--- config.mk ---
export PLATFORM = sky130hd
export DESIGN_NAME = pem_armor_base64_decoder_flat
export DESIGN_NICKNAME = d
export VERILOG_FILES = /design/src/pab_pkg.sv /design/src/pab_in_if.sv /design/src/pab_out_if.sv /design/src/pem_armor_base64_decoder.sv /design/src/flat_wrapper.sv
export VERILOG_INCLUDE_DIRS = /design/src /design/src/src
export SDC_FILE = /design/constraint.sdc
export NUM_CORES = 1
export LEC_CHECK = 0
export BUFFER_PORTS_ARGS = -buffer_cell sky130_fd_sc_hd__buf_2
export CELL_PAD_IN_SITES_DETAIL_PLACEMENT = 1
export CELL_PAD_IN_SITES_GLOBAL_PLACEMENT = 1
export CORE_ASPECT_RATIO = 0.6
export CORE_MARGIN = 2
export CORE_UTILIZATION = 53
export DETAILED_ROUTE_END_ITERATION = 8
export GPL_ROUTABILITY_DRIVEN = 0
export PLACE_DENSITY_LB_ADDON = 0.1
export SLEW_MARGIN = 20
export SYNTH_ARGS = -nofsm -noshare
export SYNTH_HDL_FRONTEND = slang
export SYNTH_SLANG_ARGS = --single-unit
--- constraint.sdc ---
create_clock -name i_clk -period 12.7 [get_ports i_clk]
set_input_delay 3.175 -clock i_clk [delete_from_list [all_inputs] [get_ports i_clk]]
set_output_delay 3.175 -clock i_clk [all_outputs]
set_load 0.02 [all_outputs]
--- src/pem_armor_base64_decoder_defines.svh ---
// Assertion macros for the PEM armor base64 decoder.
// Self-contained; included by the files that carry assertions.
`ifndef PEM_ARMOR_BASE64_DECODER_DEFINES_SVH
`define PEM_ARMOR_BASE64_DECODER_DEFINES_SVH

`ifndef SYNTHESIS
`define PAB_ASSERT_SAME(label, clk, rst_n, ante, cons) \
    label: assert property (@(posedge clk) disable iff (!rst_n) (ante) |-> (cons)) \
        else $error("pab assertion failed");
`define PAB_ASSERT_NEXT(label, clk, rst_n, ante, cons) \
    label: assert property (@(posedge clk) disable iff (!rst_n) (ante) |=> (cons)) \
        else $error("pab assertion failed");
`else
`define PAB_ASSERT_SAME(label, clk, rst_n, ante, cons)
`define PAB_ASSERT_NEXT(label, clk, rst_n, ante, cons)
`endif

`endif

--- src/pab_pkg.sv ---
// Types, character codes and the base64 alphabet lookup for the PEM decoder.
// No dependencies.
`default_nettype none

package pab_pkg;

    localparam logic [7:0] CH_NUL   = 8'h00;
    localparam logic [7:0] CH_DASH  = 8'h2D;
    localparam logic [7:0] CH_PAD   = 8'h3D;
    localparam logic [7:0] CH_CR    = 8'h0D;
    localparam logic [7:0] CH_LF    = 8'h0A;
    localparam logic [7:0] CH_TAB   = 8'h09;
    localparam logic [7:0] CH_SPACE = 8'h20;
    localparam logic [2:0] RUN_LEN  = 3'd5;

    typedef enum logic [4:0] {
        PH_SEEK  = 5'b00001,
        PH_OPEN  = 5'b00010,
        PH_BODY  = 5'b00100,
        PH_CLOSE = 5'b01000,
        PH_HALT  = 5'b10000
    } t_phase;

    typedef enum logic [1:0] {
        KIND_DATA = 2'd0,
        KIND_END  = 2'd1,
        KIND_ERR  = 2'd2
    } t_kind;

    // Results of one input transaction: up to three, delivered in order.
    typedef struct packed {
        t_kind      kind;
        logic [1:0] cnt;
        logic [7:0] b0;
        logic [7:0] b1;
        logic [7:0] b2;
    } t_bundle;

    // Bit 6 set: not in the alphabet.
    function automatic logic [6:0] f_sextet(input logic [7:0] c);
        logic [6:0] v;
        v = 7'd64;
        if (c >= 8'h41 && c <= 8'h5A) begin
            v = 7'(c - 8'h41);
        end else if (c >= 8'h61 && c <= 8'h7A) begin
            v = 7'(c - 8'h61 + 8'd26);
        end else if (c >= 8'h30 && c <= 8'h39) begin
            v = 7'(c - 8'h30 + 8'd52);
        end else if (c == 8'h2B) begin
            v = 7'd62;
        end else if (c == 8'h2F) begin
            v = 7'd63;
        end
        return v;
    endfunction

endpackage

`default_nettype wire

--- src/pab_in_if.sv ---
// Input channel of the PEM decoder: text byte and end-of-file flag.
// No dependencies.
`default_nettype none

interface pab_in_if;
    logic       valid;
    logic       ready;
    logic [7:0] in_byte;
    logic       file_end;

    modport source (output valid, output in_byte, output file_end, input ready);
    modport sink   (input valid, input in_byte, input file_end, output ready);
endinterface

`default_nettype wire

--- src/pab_out_if.sv ---
// Output channel of the PEM decoder: result kind, decoded byte, last flag.
// No dependencies.
`default_nettype none

interface pab_out_if;
    logic       valid;
    logic       ready;
    logic [1:0] kind;
    logic [7:0] data_byte;
    logic       last;

    modport source (output valid, output kind, output data_byte, output last, input ready);
    modport sink   (input valid, input kind, input data_byte, input last, output ready);
endinterface

`default_nettype wire

--- src/pem_armor_base64_decoder.sv ---
// A transaction's results are written into the result queue when the transaction is accepted.
// Throughput: one input byte per cycle; results leave one per cycle while the output is ready, from a
// two-entry queue of per-transaction result groups, input stalls while it is full.
// Reset: synchronous, active low; clears parse state and the result queue.
// Depends on pab_pkg, pab_in_if, pab_out_if and the defines header.
`default_nettype none
`include "pem_armor_base64_decoder_defines.svh"

module pem_armor_base64_decoder (
    input  wire    i_clk,
    input  wire    i_rst_n,
    pab_in_if.sink     i_in,
    pab_out_if.source  o_out
);
    import pab_pkg::*;

    t_phase      r_phase, n_phase;
    logic [2:0]  r_run, n_run;
    logic [1:0]  r_fill, n_fill;
    logic [17:0] r_bits, n_bits;
    logic [1:0]  r_pad, n_pad;
    logic        r_bad, n_bad;

    t_bundle     r_q0, r_q1, n_q0, n_q1;
    logic [1:0]  r_cnt, n_cnt;
    logic [1:0]  r_idx, n_idx;

    t_bundle     w_new;
    logic        w_gen;
    logic        w_acc;
    logic        w_pop_res;
    logic        w_pop_b;
    logic        w_push;
    logic        w_wpos;
    logic [7:0]  w_c;
    logic [6:0]  w_v;
    logic        w_ok;
    logic [23:0] w_word;

    assign w_acc = i_in.valid && i_in.ready;
    assign w_c   = i_in.in_byte;

    // Parse step
    always_comb begin
        n_phase = r_phase;
        n_run   = r_run;
        n_fill  = r_fill;
        n_bits  = r_bits;
        n_pad   = r_pad;
        n_bad   = r_bad;
        w_gen   = 1'b0;
        w_ok    = 1'b0;
        w_v     = f_sextet(w_c);
        w_word  = {r_bits, w_v[5:0]};
        w_new   = '{kind: KIND_DATA, cnt: 2'd1, b0: 8'd0, b1: 8'd0, b2: 8'd0};
        if (r_phase != PH_HALT) begin
            if (w_c == CH_NUL) begin
                n_phase = PH_HALT;
            end else if (w_c == CH_DASH) begin
                n_run = r_run + 3'd1;
                if (n_run >= RUN_LEN) begin
                    n_run = 3'd0;
                    case (r_phase)
                        PH_SEEK: begin
                            n_phase = PH_OPEN;
                        end
                        PH_OPEN: begin
                            n_fill  = 2'd0;
                            n_bits  = 18'd0;
                            n_pad   = 2'd0;
                            n_bad   = 1'b0;
                            n_phase = PH_BODY;
                        end
                        PH_BODY: begin
                            if (r_fill != 2'd0) begin
                                n_bad = 1'b1;
                            end
                            n_phase = PH_CLOSE;
                        end
                        PH_CLOSE: begin
                            w_gen    = 1'b1;
                            w_new.kind = r_bad ? KIND_ERR : KIND_END;
                            n_phase  = r_bad ? PH_HALT : PH_SEEK;
                            n_fill   = 2'd0;
                            n_bits   = 18'd0;
                            n_pad    = 2'd0;
                            n_bad    = 1'b0;
                        end
                        default: begin
                            n_phase = r_phase;
                        end
                    endcase
                end
            end else begin
                if (r_phase == PH_BODY) begin
                    n_bad = r_bad || (r_run != 3'd0);
                    if (w_c != CH_CR && w_c != CH_LF && w_c != CH_TAB && w_c != CH_SPACE
                        && !n_bad) begin
                        if (w_c == CH_PAD) begin
                            if (r_fill < 2'd2) begin
                                n_bad = 1'b1;
                            end else begin
                                n_pad  = r_pad + 2'd1;
                                w_word = {r_bits, 6'd0};
                                w_ok   = 1'b1;
                            end
                        end else if (w_v[6] || r_pad != 2'd0) begin
                            n_bad = 1'b1;
                        end else begin
                            w_ok = 1'b1;
                        end
                        if (w_ok) begin
                            if (r_fill < 2'd3) begin
                                n_bits = w_word[17:0];
                                n_fill = r_fill + 2'd1;
                            end else begin
                                w_gen     = 1'b1;
                                w_new.b0  = w_word[23:16];
                                w_new.b1  = w_word[15:8];
                                w_new.b2  = w_word[7:0];
                                w_new.cnt = (n_pad == 2'd0) ? 2'd3 :
                                            (n_pad == 2'd1) ? 2'd2 : 2'd1;
                                n_fill    = 2'd0;
                                n_bits    = 18'd0;
                            end
                        end
                    end
                end
                n_run = 3'd0;
            end
        end
        if (i_in.file_end) begin
            n_phase = PH_SEEK;
            n_run   = 3'd0;
            n_fill  = 2'd0;
            n_bits  = 18'd0;
            n_pad   = 2'd0;
            n_bad   = 1'b0;
        end
    end

    // Result queue
    assign i_in.ready = (r_cnt != 2'd2);
    assign w_pop_res  = o_out.valid && o_out.ready;
    assign w_pop_b    = w_pop_res && (r_idx == r_q0.cnt - 2'd1);
    assign w_push     = w_acc && w_gen;
    assign w_wpos     = (r_cnt - {1'b0, w_pop_b}) != 2'd0;

    always_comb begin
        n_q0 = r_q0;
        n_q1 = r_q1;
        if (w_pop_b) begin
            n_q0 = r_q1;
        end
        if (w_push && !w_wpos) begin
            n_q0 = w_new;
        end
        if (w_push && w_wpos) begin
            n_q1 = w_new;
        end
        n_cnt = r_cnt + {1'b0, w_push} - {1'b0, w_pop_b};
        n_idx = w_pop_b ? 2'd0 : (w_pop_res ? r_idx + 2'd1 : r_idx);
    end

    always_ff @(posedge i_clk) begin
        if (!i_rst_n) begin
            r_phase <= PH_SEEK;
            r_run   <= 3'd0;
            r_fill  <= 2'd0;
            r_bits  <= 18'd0;
            r_pad   <= 2'd0;
            r_bad   <= 1'b0;
            r_cnt   <= 2'd0;
            r_idx   <= 2'd0;
        end else begin
            if (w_acc) begin
                r_phase <= n_phase;
                r_run   <= n_run;
                r_fill  <= n_fill;
                r_bits  <= n_bits;
                r_pad   <= n_pad;
                r_bad   <= n_bad;
            end
            r_cnt <= n_cnt;
            r_idx <= n_idx;
        end
    end

    always_ff @(posedge i_clk) begin
        r_q0 <= n_q0;
        r_q1 <= n_q1;
    end

    assign o_out.valid = (r_cnt != 2'd0);
    assign o_out.kind  = r_q0.kind;
    assign o_out.last  = (r_idx == r_q0.cnt - 2'd1);

    always_comb begin
        case (r_idx)
            2'd0:    o_out.data_byte = r_q0.b0;
            2'd1:    o_out.data_byte = r_q0.b1;
            2'd2:    o_out.data_byte = r_q0.b2;
            default: o_out.data_byte = 8'd0;
        endcase
    end

    `PAB_ASSERT_SAME(a_idx_in_group, i_clk, i_rst_n, o_out.valid, r_idx < r_q0.cnt)
    `PAB_ASSERT_SAME(a_marker_no_data, i_clk, i_rst_n,
        o_out.valid && o_out.kind != KIND_DATA, o_out.data_byte == 8'd0 && o_out.last)
    `PAB_ASSERT_NEXT(a_drain_empty, i_clk, i_rst_n,
        w_pop_b && r_cnt == 2'd1 && !w_push, !o_out.valid)
    `PAB_ASSERT_NEXT(a_halt_sticky, i_clk, i_rst_n,
        r_phase == PH_HALT && !(w_acc && i_in.file_end), r_phase == PH_HALT)

endmodule

`default_nettype wire

--- src/flat_wrapper.sv ---
// flat-port wrapper written by rule: the top's interface ports become plain ports
module pem_armor_base64_decoder_flat import pab_pkg::*;
  (i_clk, i_rst_n, i_in_valid, i_in_in_byte, i_in_file_end, i_in_ready, o_out_valid, o_out_kind, o_out_data_byte, o_out_last, o_out_ready);
  pab_in_if i_in_i ();
  pab_out_if o_out_i ();
  input  wire i_clk;
  input  wire i_rst_n;
  input wire logic [$bits(i_in_i.valid)-1:0] i_in_valid;
  input wire logic [$bits(i_in_i.in_byte)-1:0] i_in_in_byte;
  input wire logic [$bits(i_in_i.file_end)-1:0] i_in_file_end;
  output wire logic [$bits(i_in_i.ready)-1:0] i_in_ready;
  output wire logic [$bits(o_out_i.valid)-1:0] o_out_valid;
  output wire logic [$bits(o_out_i.kind)-1:0] o_out_kind;
  output wire logic [$bits(o_out_i.data_byte)-1:0] o_out_data_byte;
  output wire logic [$bits(o_out_i.last)-1:0] o_out_last;
  input wire logic [$bits(o_out_i.ready)-1:0] o_out_ready;
  assign i_in_i.valid = i_in_valid;
  assign i_in_i.in_byte = i_in_in_byte;
  assign i_in_i.file_end = i_in_file_end;
  assign i_in_ready = i_in_i.ready;
  assign o_out_valid = o_out_i.valid;
  assign o_out_kind = o_out_i.kind;
  assign o_out_data_byte = o_out_i.data_byte;
  assign o_out_last = o_out_i.last;
  assign o_out_i.ready = o_out_ready;
  pem_armor_base64_decoder u_core (.i_clk(i_clk), .i_rst_n(i_rst_n), .i_in(i_in_i), .o_out(o_out_i));
endmodule
== After elaboration in Yosys (flattened, before gate mapping) ==
Cells that the tools add are included.
Operators by class
  bitwise gates (word level): 1
  multiplexer cells: 97
  reduce and logical (&&, ||, !) cells: 40
  add/subtract/negate cells: 13
  equal/unequal tests: 23
  order comparisons: 9
Operators with widths (number)
  $mux W18: 10
  $mux W26: 5
  $mux W28: 4
  $mux W2: 29
  $mux W7: 5
  $eq A8 B6 Y1 const B: 4
  $mux W5: 6
  $mux W1: 28
  $ne A8 B4 Y1 const B: 3
  $pmux W8 S3: 1
  $pmux W5 S4: 1
  $reduce_bool A3 Y1: 6
  $ge A8 B7 Y1 const B: 2
  $le A8 B7 Y1 const B: 2
  $mux W3: 5
  $reduce_and A7 Y1: 2
  $sub A7 B7 Y7 const B: 2
  $logic_and A1 B1 Y1: 13
  $mux W6: 2
  $reduce_bool A2 Y1: 6
  $ge A8 B6 Y1 const B: 1
  $le A8 B6 Y1 const B: 1
  $logic_not A8 Y1: 1
  $ne A4 B4 Y1 const B: 2
  31 further kinds: 42
Word-level totals
  input bits: 13
  register bits after elaboration: 91
  logic and storage cells: 201
  output and inout port bits: 13

== Logic depth before layout (Yosys ltp) ==
Gate-level depths: netlist of run 1.
  word-level depth: 23
  depth in mapped cells: 13

== Worst setup path after synthesis of run 1 ==
OpenSTA, ideal clock, no wires.
  kind: input-to-reg
  from: input i_in_in_byte[2]
  to: register u_core.r_q1[0] in the netlist's numbering, enable pin
  arrival time: 7072 ps
  setup slack: 5168 ps
  stages: 9
  path through: buf_4 inv_1 ha_1 a21oi_1 nor3_1 nor3_2 o31a_1 o21ai_1 a221oi_1
On the way
  cells in the longest elaborated chain, start to end: 22
  elaborated cells on any way between the ends: 48
Ends and longest elaborated chain
  start: declaration: RTL line flat_wrapper.sv:9  | input wire logic [$bits(i_in_i.in_byte)-1:0] i_in_in_byte;
  branches (longest 18 deep; another with $sub A7 B6 Y7)
  $mux W1 *: RTL line pem_armor_base64_decoder.sv:57  | if (w_c == CH_NUL) begin
  $mux W1 *: RTL line pem_armor_base64_decoder.sv:56  | if (r_phase != PH_HALT) begin
  $logic_and A1 B1 Y1 *: RTL line pem_armor_base64_decoder.sv:146  | assign w_push = w_acc && w_gen;
  $logic_and A1 B1 Y1 *: RTL line pem_armor_base64_decoder.sv:158  | if (w_push && w_wpos) begin
  end signal: assignment: RTL line pem_armor_base64_decoder.sv:191  | r_q1 <= n_q1;
  end: declaration: RTL line pem_armor_base64_decoder.sv:24  | t_bundle r_q0, r_q1, n_q0, n_q1;
Mark *: on every way between the ends. The select of a mux whose other input is x is not followed.
A chain may end at the register's enable or synchronous reset.

== Worst setup path in the final report of run 1 ==
  from: input i_in_in_byte[2]
  to: register u_core.r_q1[3] in the netlist's numbering, enable pin
The elaborated chain is that of the path after synthesis.

==> flow_metrics.py, run 1 <==
metrics = {
    "status": {
        "status": "finished, final reports clean",
    },
    "critical_path": {
        "endpoint_kind": "register",
        "crit_arrival_ps": 6290,
        "rr_startpoint": "u_core.r_phase[1]",
        "required_ps": 12700,
        "worstSetupPathType": "input pin to register",
        "r2r_end": "u_core.r_q0[8]",
        "r2r_cells": 6,
        "start_kind": "input pin",
        "cp_max_fo": 28,
        "ff2ff_setup_slack_ps": 9440,
    },
    "yosys": {
        "syn-mean-instance-area_um2": 9.90,
        "ys_types": 76,
        "synth-seq-cells": 91,
        "yosysWarnings": 0,
        "synth.area.top_cells": "edfxtp_1, dfxtp_1, mux2i_1",
        "synth_top_area_cell": "edfxtp_1",
        "synth_nets": 587,
        "netlist_area_um2": 5470,
        "synth_edf_count": 56,
        "synth_ff_type": "edfxtp_1",
        "yosys.area.top_type_share_pct": 30.7,
        "yosysSeqAreaShare_pct": 43.5,
        "synthCells": 553,
        "synthArstFlopShare_pct": 0,
    },
    "clock_network": {
        "htree_levels": 3,
        "cts_setup_buffers": 0,
        "ctsResizeCount": 0,
        "numClockSinks": 91,
        "clk_pin_slew_worst_paths_ps": 60,
        "cts_made_buffers": 9,
        "cts.path.max_buffers": 2,
        "hold_buffers": 0,
        "cts_tree": "built",
        "clk_latency_ps": 340,
        "root_buffer": "clkbuf_16",
    },
    "timing": {
        "rsz0062_at_grt": "no",
        "finalClockSkew_ps": 3.84,
        "worst_slew_pin_slew_ps": 899,
        "setup-violations-final": 0,
        "fin_hold_ws_ps": 492,
        "finalMaxSlewViolations": 0,
        "hold_violations": 0,
        "max_freq_mhz": 159,
        "fin_crit_ps": 6290,
        "fin_tns_setup_ps": 0,
        "slew_headroom_pct": 39.6,
        "period_share_pct": 49.5,
    },
    "layout": {
        "layout.cells.non_filler": 704,
        "n_fill_cell": 1111,
        "layout.nets": 598,
        "syn_to_final_growth_pct": 8.69,
        "drive_gt1_share_pct": 11.1,
        "final_cell_mix": "nand2_1, edfxtp_1, inv_1",
        "final_common_cell": "nand2_1",
        "n_antenna_cell": 0,
    },
    "worst_hold_path": {
        "min_to": "u_core.r_fill[1]",
        "hp-start": "u_core.r_fill[1]",
        "min_path_cells": 2,
        "hp-class": "register to register",
    },
    "floorplanning": {
        "die_y_um": 82.7,
        "fp.dieW_um": 135,
        "die_area_um2": 11200,
        "io_pins": 26,
        "start_util_pct": 55.0,
        "num_rows": 28,
        "core_um2": 9950,
    },
    "route": {
        "drt-met1-wl_mm": 7.41,
        "drc": 0,
        "num_vias": 4276,
        "viasPerCell": 6.07,
        "dr.first_iter.drc_count": 361,
        "post_drt_wl_per_cell_um": 20.8,
        "ant_nets": 0,
        "wl_met2_mm": 6.25,
        "top_layer": "met4",
        "wl_met3_um": 805,
        "wirelength_mm": 14.6,
        "firstDrtPassIters": 5,
    },
    "grt": {
        "antenna_found_initial": 0,
        "grt_max_degree": 30,
        "grt_pass1_vias": 4175,
        "grt-ovfl-total": 0,
        "grt_usage_pct": 27.6,
        "grt_pass1_wl_mm": 23.0,
    },
    "place": {
        "dp_hpwl_mm": 10.4,
        "numPortBuffers": 25,
        "dp.cells": 687,
    },
    "power": {
        "power.density_nw_per_um2": 102,
        "p_leak_nw": 2.30,
        "vdd_drop_max_uv": 77.3,
    },
    "run": {
        "cap_viol_max_count": 0,
    },
}
[registers in the layout (all words and copies together) (netlist names), 2 cells and up]
register,count
u_core.r_q0,26
u_core.r_fill,2
u_core.r_run,3
u_core.r_idx,2
u_core.r_pad,2
u_core.r_q1,28
u_core.r_cnt,2
u_core.o_out.kind,2
u_core.r_phase,5
u_core.r_bits,18
[layer usage]
| layer | track usage [%] | vias to the layer above |
|---|---|---|
| met3 | 6.29 | 20 |
| li1 | - | 1998 |
| met4 | 5.94 | 0 |
| met1 | 40.5 | 2143 |
| met5 | 1.39 | - |
| met2 | 41.7 | 115 |
[synthesized netlist by cell type, types with 10 or more instances]
library cell   n
nand2_1       70
edfxtp_1      56
inv_1         50
mux2i_1       48
nor2_1        40
dfxtp_1       35
and2_1        26
ha_1          21
a21oi_1       19
clkbuf_1      14
nand3_1       10
o21ai_0       10
xnor2_1       10
[cell type report]
| type | instances | area, µm² | share of cell area (%) |
|---|---|---|---|
| multi-input combinational | 382 | 2760 | 46.3 |
| clock inverter | 4 | 27.5 | 0.463 |
| sequential | 91 | 2380 | 40.1 |
| clock buffer | 12 | 246 | 4.14 |
| timing repair buffer | 29 | 175 | 2.94 |
| inverter | 51 | 191 | 3.22 |
| tap | 135 | 169 | 2.84 |
[kinds of logic after synthesis]
group,after synthesis,synth area share [%]
flip-flops,91,43.5
adder cells (fa/ha/maj),21,4.80
buffers and inverters,80,6.56
multiplexers,54,10.0
AND/OR/NAND/NOR,206,19.9
XOR/XNOR,11,1.76
AO/OA/AOI/OAI,90,13.4
[worst max path at each step]
stage,slack (ps),start,cells after the start,end
5_1_grt,6170,i_in_in_byte[2],13,u_core.r_cnt[1]
3_5_place_dp,5560,i_in_in_byte[1],9,u_core.r_q0[14]
3_3_place_gp,5750,i_in_in_byte[1],9,u_core.r_q0[14]
2_1_floorplan,5170,i_in_in_byte[2],9,u_core.r_q1[0]
6_report,6410,i_in_in_byte[2],10,u_core.r_q1[3]
4_1_cts,5900,i_in_in_byte[1],9,u_core.r_q0[14]
[worst max-delay path: stages]
cell	delay (ps)
buf_2	190
inv_1	110
ha_1	300
a21oi_1	350
nor3_1	150
nor3_2	550
o31a_1	320
o21ai_1	300
a221oi_4	380
buf_4	430
[per-stage QoR]
step	util, %	total power [mW]	worst slack (ps)	cell area, µm²
after floorplan	-	0.351	5170	5470
after global placement	56.8	0.361	5750	5650
after detailed placement	56.8	0.363	5560	5650
after CTS	59.5	0.610	5900	5920
after global routing	59.8	0.626	6170	5950
final	59.8	0.606	6410	5950
[power by group]
part	leakage [nW]	switching [mW]	internal (mW)
clock	0.126	0.111	0.138
combinational	1.26	0.0306	0.0151
sequential	0.910	0.00136	0.311
total	2.30	0.143	0.464
Note: power is estimated with default switching activity, not from simulation.
==> run 2: changes to the inputs <==
- ABC_AREA: unset -> 1
- CORE_UTILIZATION: 53 -> 46
- clock period: 12.7 -> 6.15 ns (I/O delays scaled with it)
==> run 2 against run 1 <==
  * Register-to-register slack got worse by 6600 ps
  * First-iteration DRC count decreased by 16%
  * Final area fell by 3.4%
  * Clock power up 120%
  * Utilization is 8.8 points lower
  * Die area is 11% higher
  * Wire length down 3.4%
  * Combinational power grew to 3.1 times the previous value
  * Largest cell class unchanged
==> flow_metrics.py, run 2 <==
metrics = {
    "yosys": {
        "synth_nets": 718,
        "yosysWarnings": 0,
        "yosysSeqAreaShare_pct": 45.1,
        "synth-seq-cells": 91,
        "syn-mean-instance-area_um2": 7.73,
        "ys_types": 35,
        "synthTopCellsByCount": "nand2_1, nor2_1, inv_1",
        "synth_top_area_cell": "edfxtp_1",
        "synth_edf_count": 56,
        "netlist_area_um2": 5290,
        "synthArstFlopShare_pct": 0,
        "yosys.area.top_type_share_pct": 31.8,
        "synth.area.top_cells": "edfxtp_1, dfxtp_1, nand2_1",
        "synth_most_common_cell": "nand2_1",
        "synth_ff_type": "edfxtp_1",
        "synthCells": 684,
    },
    "timing": {
        "finalMaxSlewViolations": 0,
        "max_freq_mhz": 211,
        "fin_tns_setup_ps": 0,
        "setup-violations-final": 0,
        "fin_ws_ps": 1400,
        "hold_violations": 0,
        "finalClockSkew_ps": 8.77,
        "period_share_pct": 77.2,
        "slew_headroom_pct": 56.5,
        "fin_crit_ps": 4750,
        "worst_slew_pin_slew_ps": 646,
        "rsz0062_at_grt": "no",
    },
    "status": {
        "status": "finished, final reports clean",
    },
    "power": {
        "finalPower_mw": 1.35,
        "combPwrFrac_pct": 10.6,
        "clkPwrFrac_pct": 40.3,
        "switching_power_mw": 0.337,
        "internal_power_mw": 1.01,
        "swShare_pct": 25.0,
        "p_leak_nw": 2.35,
        "p_seq_share_pct": 49.1,
        "power.density_nw_per_um2": 235,
        "vdd_drop_max_uv": 174,
    },
    "clock_network": {
        "numClockSinks": 91,
        "htree_levels": 3,
        "cts_made_buffers": 9,
        "ctsResizeCount": 0,
        "clk_latency_ps": 340,
        "cts_setup_buffers": 0,
        "cts_tree": "built",
        "clk_pin_slew_worst_paths_ps": 60,
        "hold_buffers": 0,
        "cts.path.max_buffers": 2,
        "root_buffer": "clkbuf_16",
    },
    "grt": {
        "grt_max_degree": 31,
        "antenna_found_initial": 0,
        "grt-ovfl-total": 0,
        "grt_pass1_wl_mm": 23.3,
        "grt_usage_pct": 24.4,
        "grt_pass1_vias": 4461,
    },
    "worst_hold_path": {
        "hp-class": "register to register",
        "hp-start": "u_core.r_bits[1]",
        "min_path_cells": 2,
        "min_to": "u_core.r_bits[1]",
    },
    "route": {
        "num_vias": 4526,
        "ant_nets": 0,
        "wl_met2_mm": 5.48,
        "dr.first_iter.drc_count": 304,
        "top_layer": "met4",
        "drt-met1-wl_mm": 7.82,
        "wl_met3_um": 737,
        "drc": 0,
        "post_drt_wl_per_cell_um": 16.7,
        "firstDrtPassIters": 5,
        "wirelength_mm": 14.1,
        "viasPerCell": 5.36,
    },
    "floorplanning": {
        "core_um2": 11300,
        "start_util_pct": 46.9,
        "fp.dieW_um": 142,
        "die_area_um2": 12400,
        "num_rows": 30,
        "die_y_um": 87.0,
        "io_pins": 26,
    },
    "layout": {
        "final_common_cell": "nand2_1",
        "drive_gt1_share_pct": 11.1,
        "largest_registers": "u_core.r_q1 (28), u_core.r_q0 (26), u_core.r_bits (18)",
        "syn_to_final_growth_pct": 8.74,
        "layout.nets": 730,
        "final_cell_mix": "nand2_1, nor2_1, inv_1",
        "largest-register": "u_core.r_q1",
        "stdcell_area_um2": 5750,
        "n_antenna_cell": 0,
        "largest_reg_flops": 28,
    },
    "critical_path": {
        "required_ps": 6160,
        "rr_startpoint": "u_core.r_run[0]",
        "cp_max_fo": 30,
        "worstSetupPathType": "input pin to register",
        "r2r_end": "u_core.r_q0[15]",
        "endpoint_kind": "register",
        "start_kind": "input pin",
        "r2r_cells": 11,
        "ff2ff_setup_slack_ps": 2850,
        "crit_arrival_ps": 4760,
    },
    "place": {
        "place_area_um2": 5450,
        "dp_slack_ps": 1090,
        "dp_hpwl_mm": 10.8,
        "numPortBuffers": 25,
    },
    "run": {
        "cap_viol_max_count": 0,
    },
}
[run 2: cell count changes after synthesis, sizes merged, moves of 8 or more]
cell	previous run	this run
nor4	8	0
nor2	40	110
nand3	10	50
o21ai	13	36
a222oi	8	0
nand2	70	183
nand4	6	31
mux2i	48	0
inv	51	79
and2	26	0
[run 2: how the worst max path moves through the flow]
| stage | startpoint | endpoint | slack (ps) | depth (start not counted) |
|---|---|---|---|---|
| finish | i_in_in_byte[3] | u_core.r_q0[15] | 1400 | 18 |
| global route | i_in_in_byte[3] | u_core.r_q0[19] | 1080 | 18 |
| CTS | i_in_in_byte[3] | u_core.r_q0[15] | 1450 | 18 |
| detailed placement | i_in_in_byte[3] | u_core.r_q0[15] | 1090 | 18 |
| global placement | i_in_in_byte[3] | u_core.r_q0[22] | 1360 | 18 |
| floorplan | i_in_in_byte[3] | u_core.r_q1[0] | 1600 | 15 |
[run 2: per-layer routing]
| layer | up-vias | global-route usage (%) |
|---|---|---|
| li1 | 2256 | - |
| met1 | 2159 | 38.9 |
| met2 | 99 | 33.7 |
| met3 | 12 | 5.11 |
| met4 | 0 | 4.59 |
| met5 | - | 0 |
[run 2: power by group through the flow]
stage	Clock [mW]	Combinational [mW]	Sequential [mW]
after CTS	0.554	0.142	0.662
after global routing	0.576	0.163	0.664
after detailed placement	0	0.141	0.676
final	0.543	0.143	0.662
after global placement	0	0.136	0.675
after floorplan	0	0.103	0.673
[run 2: layout make-up]
type	count	area [µm²]
clock inverter	6	63.8
timing repair buffer	29	155
inverter	81	307
fill	1429	5510
sequential	91	2380
multi-input combinational	484	2430
tap	144	180
clock buffer	10	229
[run 2: kinds of logic (layout without fill, tap and decap cells)]
family / Yosys count / count (layout) / synth area share, %
flip-flops: 91 / 91 / 45.1
buffers and inverters: 109 / 126 / 9.09
XOR/XNOR: 11 / 11 / 1.82
AND/OR/NAND/NOR: 383 / 383 / 32.1
adder cells (fa/ha/maj): 21 / 21 / 4.97
AO/OA/AOI/OAI: 69 / 69 / 6.94
[run 2: worst max-delay path, cell delays in order]
cell	delay, ps
buf_2	140
inv_1	170
ha_1	340
nand2_1	150
nand2_1	130
inv_1	70
nand2_1	60
nand2_1	50
nand2_1	60
nand2_1	130
nand3_2	90
nand2_1	80
nand2_2	110
nand2_4	180
nand2_4	320
nand3_2	530
nand2_1	210
buf_4	350
[run 2: stage by stage]
stage               utilization (%)  std cells  hold slack (ps)
floorplan                         -        684              444
global placement               48.4        829              456
detailed placement             48.4        829              461
CTS                            51.0        845              469
global route                   51.0        845              502
finish                         51.0        845              474
==> run 3: changes to the inputs <==
- CORE_UTILIZATION: 46 -> 42
- clock period: 6.15 -> 3.9 ns (I/O delays scaled with it)
==> run 3 against run 2 <==
  * Die area is 9.2% higher
  * Utilization shrank 2.7 points
  * First-iteration DRC count increased by 4.3%
  * Critical path depth rose by 3
  * Sequential share of layout area down 1.0 points
  * Register-to-register slack worse by 1500 ps
  * Worst setup slack worse by 830 ps
  * Clock skew rose by 2.0 ps
  * Final area rose by 2.5%
  * Clock power rose by 88%
  * Critical path type unchanged
  * Largest power group unchanged
  * Highest routed layer unchanged
==> flow_metrics.py, run 3 (synthesis gave the netlist of run 2 again) <==
metrics = {
    "run": {
        "cap_viol_max_count": 0,
    },
    "clock_network": {
        "hold_buffers": 0,
        "clk_latency_ps": 350,
        "ctsResizeCount": 0,
        "numClockSinks": 91,
        "cts_made_buffers": 9,
        "clk_pin_slew_worst_paths_ps": 70,
        "cts_tree": "built",
        "root_buffer": "clkbuf_16",
        "cts_setup_buffers": 0,
        "htree_levels": 3,
        "cts.path.max_buffers": 2,
    },
    "power": {
        "power.density_nw_per_um2": 389,
        "finalPower_mw": 2.29,
        "p_leak_nw": 2.40,
        "vdd_drop_max_uv": 174,
    },
    "critical_path": {
        "worstSetupPathType": "input pin to register",
        "cp_max_fo": 21,
        "crit_arrival_ps": 3620,
        "required_ps": 4180,
        "start_kind": "input pin",
        "endpoint_kind": "register",
    },
    "floorplanning": {
        "die_area_um2": 13500,
        "num_rows": 31,
        "fp.dieW_um": 149,
        "start_util_pct": 43.4,
        "core_um2": 12200,
        "io_pins": 26,
        "die_y_um": 90.9,
    },
    "place": {
        "dp_hpwl_mm": 10.8,
        "place_area_um2": 5540,
        "numPortBuffers": 25,
        "dp_slack_ps": 237,
    },
    "layout": {
        "n_fill_cell": 1531,
        "final_util_pct": 48.4,
        "stdcell_area_um2": 5890,
        "layout.nets": 735,
        "largest_reg_flops": 28,
        "largest_registers": "u_core.r_q1 (28), u_core.r_q0 (26), u_core.r_bits (18)",
        "final_common_cell": "nand2_1",
        "syn_to_final_growth_pct": 11.5,
        "largest-register": "u_core.r_q1",
        "drive_gt1_share_pct": 12.0,
        "n_antenna_cell": 0,
        "final_cell_mix": "nand2_1, nor2_1, inv_1",
    },
    "timing": {
        "worst_slew_pin_slew_ps": 603,
        "hold_violations": 0,
        "max_freq_mhz": 300,
        "finalMaxSlewViolations": 0,
        "rsz0062_at_grt": "no",
        "finalClockSkew_ps": 10.8,
        "fin_tns_setup_ps": 0,
        "slew_headroom_pct": 59.6,
        "period_share_pct": 85.5,
        "fin_crit_ps": 3330,
        "fin_ws_ps": 567,
        "setup-violations-final": 0,
    },
    "grt": {
        "antenna_found_initial": 0,
        "grt_usage_pct": 23.5,
        "grt_pass1_vias": 4726,
        "grt_pass1_wl_mm": 24.9,
        "grt-ovfl-total": 0,
        "grt_max_degree": 31,
    },
    "route": {
        "drc": 0,
        "ant_nets": 0,
        "post_drt_wl_per_cell_um": 17.0,
        "num_vias": 4652,
        "firstDrtPassIters": 5,
        "wirelength_mm": 14.8,
        "viasPerCell": 5.34,
        "dr.first_iter.drc_count": 317,
    },
    "worst_hold_path": {
        "hp-class": "register to register",
    },
    "status": {
        "status": "finished, final reports clean",
    },
}
-- run 3: where the power goes --
part / switching (mW) / internal (mW)
logic: 0.164 / 0.0687
clock network: 0.385 / 0.631
registers: 0.0132 / 1.03
-- run 3: path summary, 6_finish.rpt --
kind / startpoint / slack, ps / endpoint / depth (start not counted)
worst max-delay path: i_in_in_byte[2] / 570 / u_core.r_cnt[1] / 21
worst min-delay path: u_core.r_bits[3] / 470 / u_core.r_bits[3] / 2
worst max register to register: u_core.r_idx[0] / 1360 / u_core.r_q0[2] / 10
worst min register to register: u_core.r_bits[3] / 470 / u_core.r_bits[3] / 2
-- run 3: final cells by class --
class,count,area (µm²),share of cell area (%)
Timing Repair Buffer,34,218,3.70
Clock buffer,9,225,3.82
Sequential cell,91,2380,40.4
Tap cell,165,206,3.50
Clock inverter,7,123,2.08
Inverter,81,307,5.20
Multi-Input combinational cell,484,2430,41.2
-- run 3: metal layers --
layer | global-route usage, % | vias to the layer above | wire length, µm
met2 | 35.9 | 111 | 6230
met3 | 3.69 | 11 | 669
met1 | 34.9 | 2267 | 7760
li1 | - | 2263 | -
met4 | 5.56 | 0 | 142
met5 | 0 | - | 0
-- run 3: worst max-delay path, cell delays in order --
cell and delay, ps:
buf_2 180, inv_2 100, ha_1 300, nand2_1 150, nand2_1 100, inv_1 100
nand2_1 60, nand2_1 50, nand2_1 50, nand2_1 160, nand3_2 90, nand2_1 130
nand2_2 90, nand2_4 250, nand2_4 90, nand2_1 100, inv_1 50, ha_1 180
xor2_1 180, o21ai_0 100, a21oi_1 140
-- run 3: through the flow --
step	hold slack, ps	instances
6_report	472	871
5_1_grt	497	871
4_1_cts	478	871
3_5_place_dp	468	855
3_3_place_gp	458	855
2_1_floorplan	444	684
